`src/hdl/critically_damped_smoother_3d_macros.svh`:
```
// Assertion macros for the critically damped smoother.
// Used by the top level only; expects clk and arst_n in scope.
`ifndef CRITICALLY_DAMPED_SMOOTHER_3D_MACROS_SVH
`define CRITICALLY_DAMPED_SMOOTHER_3D_MACROS_SVH

// check a condition in the same cycle as its trigger
`define CDSM_ASSERT_NOW(label, ante, cons) \
	label: assert property (@(posedge clk) disable iff (!arst_n) (ante) |-> (cons)) \
		else $error("cdsm: same-cycle check failed");

// check a condition in the cycle after its trigger
`define CDSM_ASSERT_NEXT(label, ante, cons) \
	label: assert property (@(posedge clk) disable iff (!arst_n) (ante) |=> (cons)) \
		else $error("cdsm: next-cycle check failed");

`endif

```
`src/hdl/cdsm_pkg.sv`:
```
// Shared types, constants and fixed-point helpers for the smoother.
// No dependencies; the datapath, controller, top level and testbench use it by scoped names.
package cdsm_pkg;

	localparam int FRAC_BITS = 16;

	localparam logic [35:0] ONE_FX = 36'(64'd1 << FRAC_BITS);
	localparam logic [33:0] UCAP = 34'(64'd1 << (2 * FRAC_BITS + 1));
	localparam logic [33:0] OMEGA_NUM = 34'(64'd1 << (2 * FRAC_BITS + 1));
	localparam logic [33:0] E_NUM = 34'(64'd1 << (2 * FRAC_BITS));
	localparam logic [33:0] C048 = 34'(((64'd48 << FRAC_BITS) + 64'd50) / 64'd100);
	localparam logic [33:0] C0235 = 34'(((64'd235 << FRAC_BITS) + 64'd500) / 64'd1000);
	localparam logic [23:0] EPS_RAW = 24'(((64'd1 << FRAC_BITS) + 64'd5000) / 64'd10000);
	localparam logic [23:0] EPS = (EPS_RAW == 24'd0) ? 24'd1 : EPS_RAW;
	localparam logic signed [63:0] SLIM = 64'sh2000_0000_0000_0000;
	localparam logic signed [64:0] SLIM65 = 65'sh0_2000_0000_0000_0000;

	// register indexes
	localparam logic REG_ENABLE = 1'b0;
	localparam logic REG_STIME = 1'b1;

	typedef struct packed {
		logic signed [31:0] target_x;
		logic signed [31:0] target_y;
		logic signed [31:0] target_z;
		logic               target_valid;
		logic        [15:0] time_step;
	} in_item_t;

	typedef struct packed {
		logic signed [31:0] smoothed_x;
		logic signed [31:0] smoothed_y;
		logic signed [31:0] smoothed_z;
		logic               snapped;
	} out_item_t;

	typedef enum logic [3:0] {
		OP_OMEGA, OP_X, OP_X2, OP_X3, OP_A, OP_B, OP_E,
		OP_OC, OP_TEMP, OP_OT, OP_NV, OP_CD, OP_DOT
	} op_t;

	typedef struct packed {
		logic       load;
		logic       start;
		logic       finish;
		op_t        op;
		logic [1:0] axis;
	} cmd_t;

	typedef struct packed {
		logic done;
		logic smooth;
		logic out_busy;
	} status_t;

	function automatic logic signed [63:0] slim(input logic signed [64:0] v);
		if (v > SLIM65) return SLIM;
		if (v < -SLIM65) return -SLIM;
		return v[63:0];
	endfunction

	function automatic logic signed [63:0] sadd(input logic signed [63:0] a,
		input logic signed [63:0] b);
		logic signed [63:0] sa;
		logic signed [63:0] sb;
		sa = slim({a[63], a});
		sb = slim({b[63], b});
		return slim({sa[63], sa} + {sb[63], sb});
	endfunction

	function automatic logic signed [31:0] sat32(input logic signed [63:0] v);
		if (v > 64'sh0000_0000_7FFF_FFFF) return 32'sh7FFF_FFFF;
		if (v < -64'sh0000_0000_8000_0000) return -32'sh8000_0000;
		return v[31:0];
	endfunction

	function automatic logic [63:0] absval(input logic signed [63:0] v);
		return v[63] ? 64'(-v) : 64'(v);
	endfunction

	// signed product scaled by 2^-F, rounded toward minus infinity
	function automatic logic signed [63:0] smul_post(input logic [127:0] p, input logic neg);
		logic [63:0] q;
		if (p[127:64] != 64'd0) return neg ? -SLIM : SLIM;
		q = p[63:0] >> FRAC_BITS;
		if (neg && (p[FRAC_BITS-1:0] != '0)) q = q + 64'd1;
		return neg ? -$signed(q) : $signed(q);
	endfunction

	// unsigned product scaled by 2^-F, capped at UCAP
	function automatic logic [33:0] umul_post(input logic [127:0] p);
		logic [63:0] t;
		if (p[127:64] != 64'd0) return UCAP;
		t = p[63:0] >> FRAC_BITS;
		if (t > {30'd0, UCAP}) return UCAP;
		return t[33:0];
	endfunction

endpackage

```
`src/hdl/cdsm_ctrl.sv`:
```
// Controller: sequences the spring update steps over the shared units.
// Depends on cdsm_pkg.
module cdsm_ctrl (
	input  logic              clk,
	input  logic              arst_n,
	input  logic              in_valid,
	output logic              in_ready,
	output cdsm_pkg::cmd_t    cmd,
	input  cdsm_pkg::status_t status
);
	typedef enum logic [4:0] {
		S_IDLE   = 5'b00001,
		S_CHECK  = 5'b00010,
		S_ISSUE  = 5'b00100,
		S_WAIT   = 5'b01000,
		S_FINISH = 5'b10000
	} state_t;

	state_t           state_q;
	cdsm_pkg::op_t    op_q;
	logic [1:0]       axis_q;
	cdsm_pkg::op_t    op_next;
	logic             last;

	// step order: shared terms first, then per-axis steps
	always_comb begin
		last = 1'b0;
		case (op_q)
			cdsm_pkg::OP_OMEGA: op_next = cdsm_pkg::OP_X;
			cdsm_pkg::OP_X: op_next = cdsm_pkg::OP_X2;
			cdsm_pkg::OP_X2: op_next = cdsm_pkg::OP_X3;
			cdsm_pkg::OP_X3: op_next = cdsm_pkg::OP_A;
			cdsm_pkg::OP_A: op_next = cdsm_pkg::OP_B;
			cdsm_pkg::OP_B: op_next = cdsm_pkg::OP_E;
			cdsm_pkg::OP_E: op_next = cdsm_pkg::OP_OC;
			cdsm_pkg::OP_OC: op_next = cdsm_pkg::OP_TEMP;
			cdsm_pkg::OP_TEMP: op_next = cdsm_pkg::OP_OT;
			cdsm_pkg::OP_OT: op_next = cdsm_pkg::OP_NV;
			cdsm_pkg::OP_NV: op_next = cdsm_pkg::OP_CD;
			cdsm_pkg::OP_CD: op_next = cdsm_pkg::OP_DOT;
			cdsm_pkg::OP_DOT: begin
				op_next = cdsm_pkg::OP_OC;
				last = (axis_q == 2'd2);
			end
			default: op_next = cdsm_pkg::OP_OMEGA;
		endcase
	end

	// state register and step counters
	always_ff @(posedge clk or negedge arst_n) begin
		if (!arst_n) begin
			state_q <= S_IDLE;
			op_q <= cdsm_pkg::OP_OMEGA;
			axis_q <= 2'd0;
		end else begin
			case (state_q)
				S_IDLE: begin
					if (in_valid) begin
						state_q <= S_CHECK;
						op_q <= cdsm_pkg::OP_OMEGA;
						axis_q <= 2'd0;
					end
				end
				S_CHECK: state_q <= status.smooth ? S_ISSUE : S_FINISH;
				S_ISSUE: state_q <= S_WAIT;
				S_WAIT: begin
					if (status.done) begin
						if (last) begin
							state_q <= S_FINISH;
						end else begin
							state_q <= S_ISSUE;
							op_q <= op_next;
							if (op_q == cdsm_pkg::OP_DOT) axis_q <= axis_q + 2'd1;
						end
					end
				end
				S_FINISH: if (!status.out_busy) state_q <= S_IDLE;
				default: state_q <= S_IDLE;
			endcase
		end
	end

	assign in_ready = (state_q == S_IDLE);
	assign cmd.load = (state_q == S_IDLE) && in_valid;
	assign cmd.start = (state_q == S_ISSUE);
	assign cmd.finish = (state_q == S_FINISH) && !status.out_busy;
	assign cmd.op = op_q;
	assign cmd.axis = axis_q;
endmodule

```
`config.mk`:
```
export PLATFORM = sky130hd
export DESIGN_NAME = cdsm_ctrl
export DESIGN_NICKNAME = d
export VERILOG_FILES = /design/src/hdl/critically_damped_smoother_3d_macros.svh /design/src/hdl/cdsm_pkg.sv /design/src/hdl/cdsm_ctrl.sv
export SDC_FILE = /design/constraint.sdc
export NUM_CORES = 1
export LEC_CHECK = 0
export CORE_MARGIN = 3
export CORE_UTILIZATION = 55
export CTS_BUF_LIST = sky130_fd_sc_hd__clkbuf_4 sky130_fd_sc_hd__clkbuf_8
export DETAILED_ROUTE_END_ITERATION = 16
export DONT_BUFFER_PORTS = 1
export PLACE_DENSITY = 0.81
export SLEW_MARGIN = 30
export SYNTH_ARGS = -nofsm -noshare
export SYNTH_HDL_FRONTEND = slang
export SYNTH_SLANG_ARGS = --single-unit
```
`constraint.sdc`:
```
create_clock -name clk -period 5.1 [get_ports clk]
set_input_delay 0 -clock clk [delete_from_list [all_inputs] [get_ports clk]]
set_output_delay 0 -clock clk [all_outputs]
set_load 0.02 [all_outputs]
```
==> results summary <==
The synthesized design spends more area on one cell type than any other, namely sky130_fd_sc_hd__dfrtp_1. The I/O pin count came out at 16. The synthesized net count is 90. The placed wire-length estimate is 1150 um. The maximum clock rate came out at 453 MHz. The area of all placed cells without fillers is 806 um^2. In this run the cell area measured after placement is 726 um^2. STA classifies the critical path startpoint as a flip-flop. The count of flip-flops with a built-in enable after synthesis is 0. The tree is rooted in a sky130_fd_sc_hd__clkbuf_4. At the placement stage, the worst setup path has a slack of 3.32 ns. The number of gates resized after CTS is 0.

The maximum vdd drop came out at roughly 0.25 mV. The number of hold violations in the final report came out at 0. The top fanout value on the critical path is 9. The async set-or-reset flop fraction in the synthesized netlist came out at 100%.

Synthesis produced a netlist whose cell count is 83. The ratio of routed vias to standard cells is approximately 6.5. The netlist uses 40 different library cells.

TritonCTS built the clock tree. The number of slew-limit violations in the final report is 0. Counting along the longest clock path gives a buffer depth of 2. The leakage power total came out at 0.321 nW.

Setup repair after global routing left no endpoint under its margin. The cell area after synthesis is 751 um^2. The actual slew at the worst max-slew pin came out at 0.966 ns. The register area came out at approximately 280 um^2. The end-of-flow core utilization is 67.9%. In this run the worst hold path is classified as input pin to flip-flop. The CTS clock-pin slew for the worst setup and hold paths is 0.07 ns. The width of the die came out at 42.9 um. The worst endpoint required time is 5.31 ns.

The total of warnings raised by yosys came out at 0. The critical path is of the flip-flop to flip-flop type. The count of buffers inserted at the top-level ports is 0.

The max-cap check violation count came out at 0. The flop and latch count out of synthesis came out at 11. Yosys attributes the largest share of cell area to sky130_fd_sc_hd__dfrtp_1 (33%), sky130_fd_sc_hd__buf_6 (4.5%), sky130_fd_sc_hd__dfstp_2 (3.5%).

The largest net degree at the start of global routing came out at 12. The setup slack after layout came out at about 2.9 ns. The most instantiated flip-flop cell in the synthesis netlist is sky130_fd_sc_hd__dfrtp_1. The clock insertion delay at the later pin of the skew report is 0.27 ns. Across every metal layer, demand over resource in global routing totals between 10% and 20%.

The depth of the CTS H-tree is 1. The DRC violation total after the first TritonRoute iteration is 27. At the end of routability-driven placement, the weighted congestion stood at around 0.85. The total area inside the core boundary comes to 0.00119 mm^2. The final-layout setup total negative slack is 0 ns. The number of cell rows is 12.

In the routed design, unresolved DRC markers number 0. The first detailed-routing pass took 4 iterations. The initial utilization of the core area, before any placement, comes to a little over three fifths. The sequential fraction of the synthesis area came out at 36.8%. The fill cell instance count of the final layout is 93. The number of hold buffers added after CTS was 5. The combined area of the multi-input logic cells is 409 um^2.

By count the netlist is led by sky130_fd_sc_hd__dfrtp_1 (10), sky130_fd_sc_hd__nand2_1 (7), sky130_fd_sc_hd__inv_1 (6), sky130_fd_sc_hd__nor2_1 (6). The arrival time of data at the critical path endpoint came out at 2.42 ns. Each instance of the synthesized netlist takes up on average ~9 um^2. The run finished with clean final reports. The TritonCTS buffer count came out at 3. The total global routing overflow is 0. The die covers 0.00184 mm^2. Setup violations remaining at the end of the flow were counted as 0. The area share of the largest cell type after synthesis is roughly 33%.

The power per unit of standard cell area is 366 mW/mm^2. The number of buffers inserted by post-CTS setup repair is 0. The number of antenna repair diodes came out at 0. The post-synthesis to final-layout area growth came out at 7.33%. The number of sinks handled by clock tree synthesis is 11. The detailed-route via count is 652. After detailed routing, the average wire length per cell comes to around 16 um. The final critical delay including setup and external delays came out at 2.21 ns. The overall power consumption is 0.000295 W. Setup slack on the worst reg-to-reg path comes out at 2.89 ns.

The post-route fraction of the period consumed by the critical path is 43.3%. The first-pass GRT wire length is 2680 um. The most common cell in the synthesized netlist is sky130_fd_sc_hd__dfrtp_1.

The routed design has 1620 um of wire. The number of global-route vias before repair is 581. The fraction of final layout cells sized beyond drive strength 1 is 11.5%. The die is 42.9 um tall. The worst pin sits at a relative slew slack of 34.7%. STA classifies the critical path endpoint as a flip-flop. The number of routed nets with antenna violations is 0. The net count of the finished layout is 95. The initial antenna violation count is 0.

The post-route clock skew came out at between 0.01 and 0.015 ns.
==> worst max-delay path: stages (launching register included) <==
cell and delay (ns):
sky130_fd_sc_hd__dfrtp_1 0.47, sky130_fd_sc_hd__or3_4 0.45, sky130_fd_sc_hd__or3_4 0.35, sky130_fd_sc_hd__o22a_2 0.24
sky130_fd_sc_hd__o21ai_1 0.10, sky130_fd_sc_hd__dlygate4sd3_1 0.55
==> logic make-up after synthesis <==
kind of cell	Yosys count	share of synthesized area, %
multiplexers	2	2.67
buffers and inverters	11	8.67
XOR/XNOR	1	1.17
adder cells (fa/ha/maj)	2	3.00
AO/OA/AOI/OAI	20	18.7
flip-flops	11	36.8
AND/OR/NAND/NOR	36	29.0
==> state kept, by name, summed over array words and instances (netlist names) <==
register and flops:
state_q 5, axis_q 2, op_q 4
==> through the flow <==
stage | hold WS [ns] | cells
after floorplan | -0.296 | 83
after global placement | -0.295 | 92
after detailed placement | -0.295 | 92
after CTS | 0.0247 | 101
after global routing | 0.0241 | 101
final | 0.0199 | 101
==> layout make-up <==
class | instances | share of cell area [%]
Tap cell | 14 | 2.17
Sequential cell | 11 | 34.3
Clock buffer | 4 | 3.73
Multi-Input combinational cell | 61 | 50.8
Timing Repair Buffer | 5 | 6.21
Inverter | 6 | 2.80
==> report_power, final <==
part           total [W]  switching (W)  internal [W]
clock network  0.0000619      0.0000264     0.0000355
logic           0.000105      0.0000605     0.0000448
registers       0.000128      0.0000270      0.000101
==> placed cells by master (no fill, tap or decap), types with 3 or more instances in the layout <==
| cell | Yosys | layout |
|---|---|---|
| sky130_fd_sc_hd__nand3_1 | 3 | 3 |
| sky130_fd_sc_hd__a21oi_1 | 4 | 4 |
| sky130_fd_sc_hd__o21ai_0 | 3 | 3 |
| sky130_fd_sc_hd__nor2_1 | 6 | 6 |
| sky130_fd_sc_hd__inv_1 | 6 | 6 |
| sky130_fd_sc_hd__nand2_1 | 7 | 7 |
| sky130_fd_sc_hd__dlygate4sd3_1 | 0 | 5 |
| sky130_fd_sc_hd__clkbuf_4 | 0 | 4 |
| sky130_fd_sc_hd__nand4_1 | 4 | 4 |
| sky130_fd_sc_hd__dfrtp_1 | 10 | 10 |
==> metal layers <==
metal / global-route usage (%) / share of wire, %
met1: 24.5 / 42
met4: 3.61 / 1.6
met5: 0 / 0
met2: 30.8 / 48
met3: 8.05 / 8.1
==> path summary, 6_finish.rpt <==
| path | endpoint | from | cells past startpoint |
|---|---|---|---|
| worst min-delay path | state_q[0] | status[0] | 2 |
| worst max-delay path | state_q[4] | state_q[2] | 5 |
| worst min register to register | axis_q[0] | axis_q[0] | 1 |
| max in group asynchronous | state_q[0] | arst_n | 1 |
| worst max register to register | state_q[4] | state_q[2] | 5 |
| min in group asynchronous | state_q[4] | arst_n | 1 |
(Power assumes the default switching activity.)
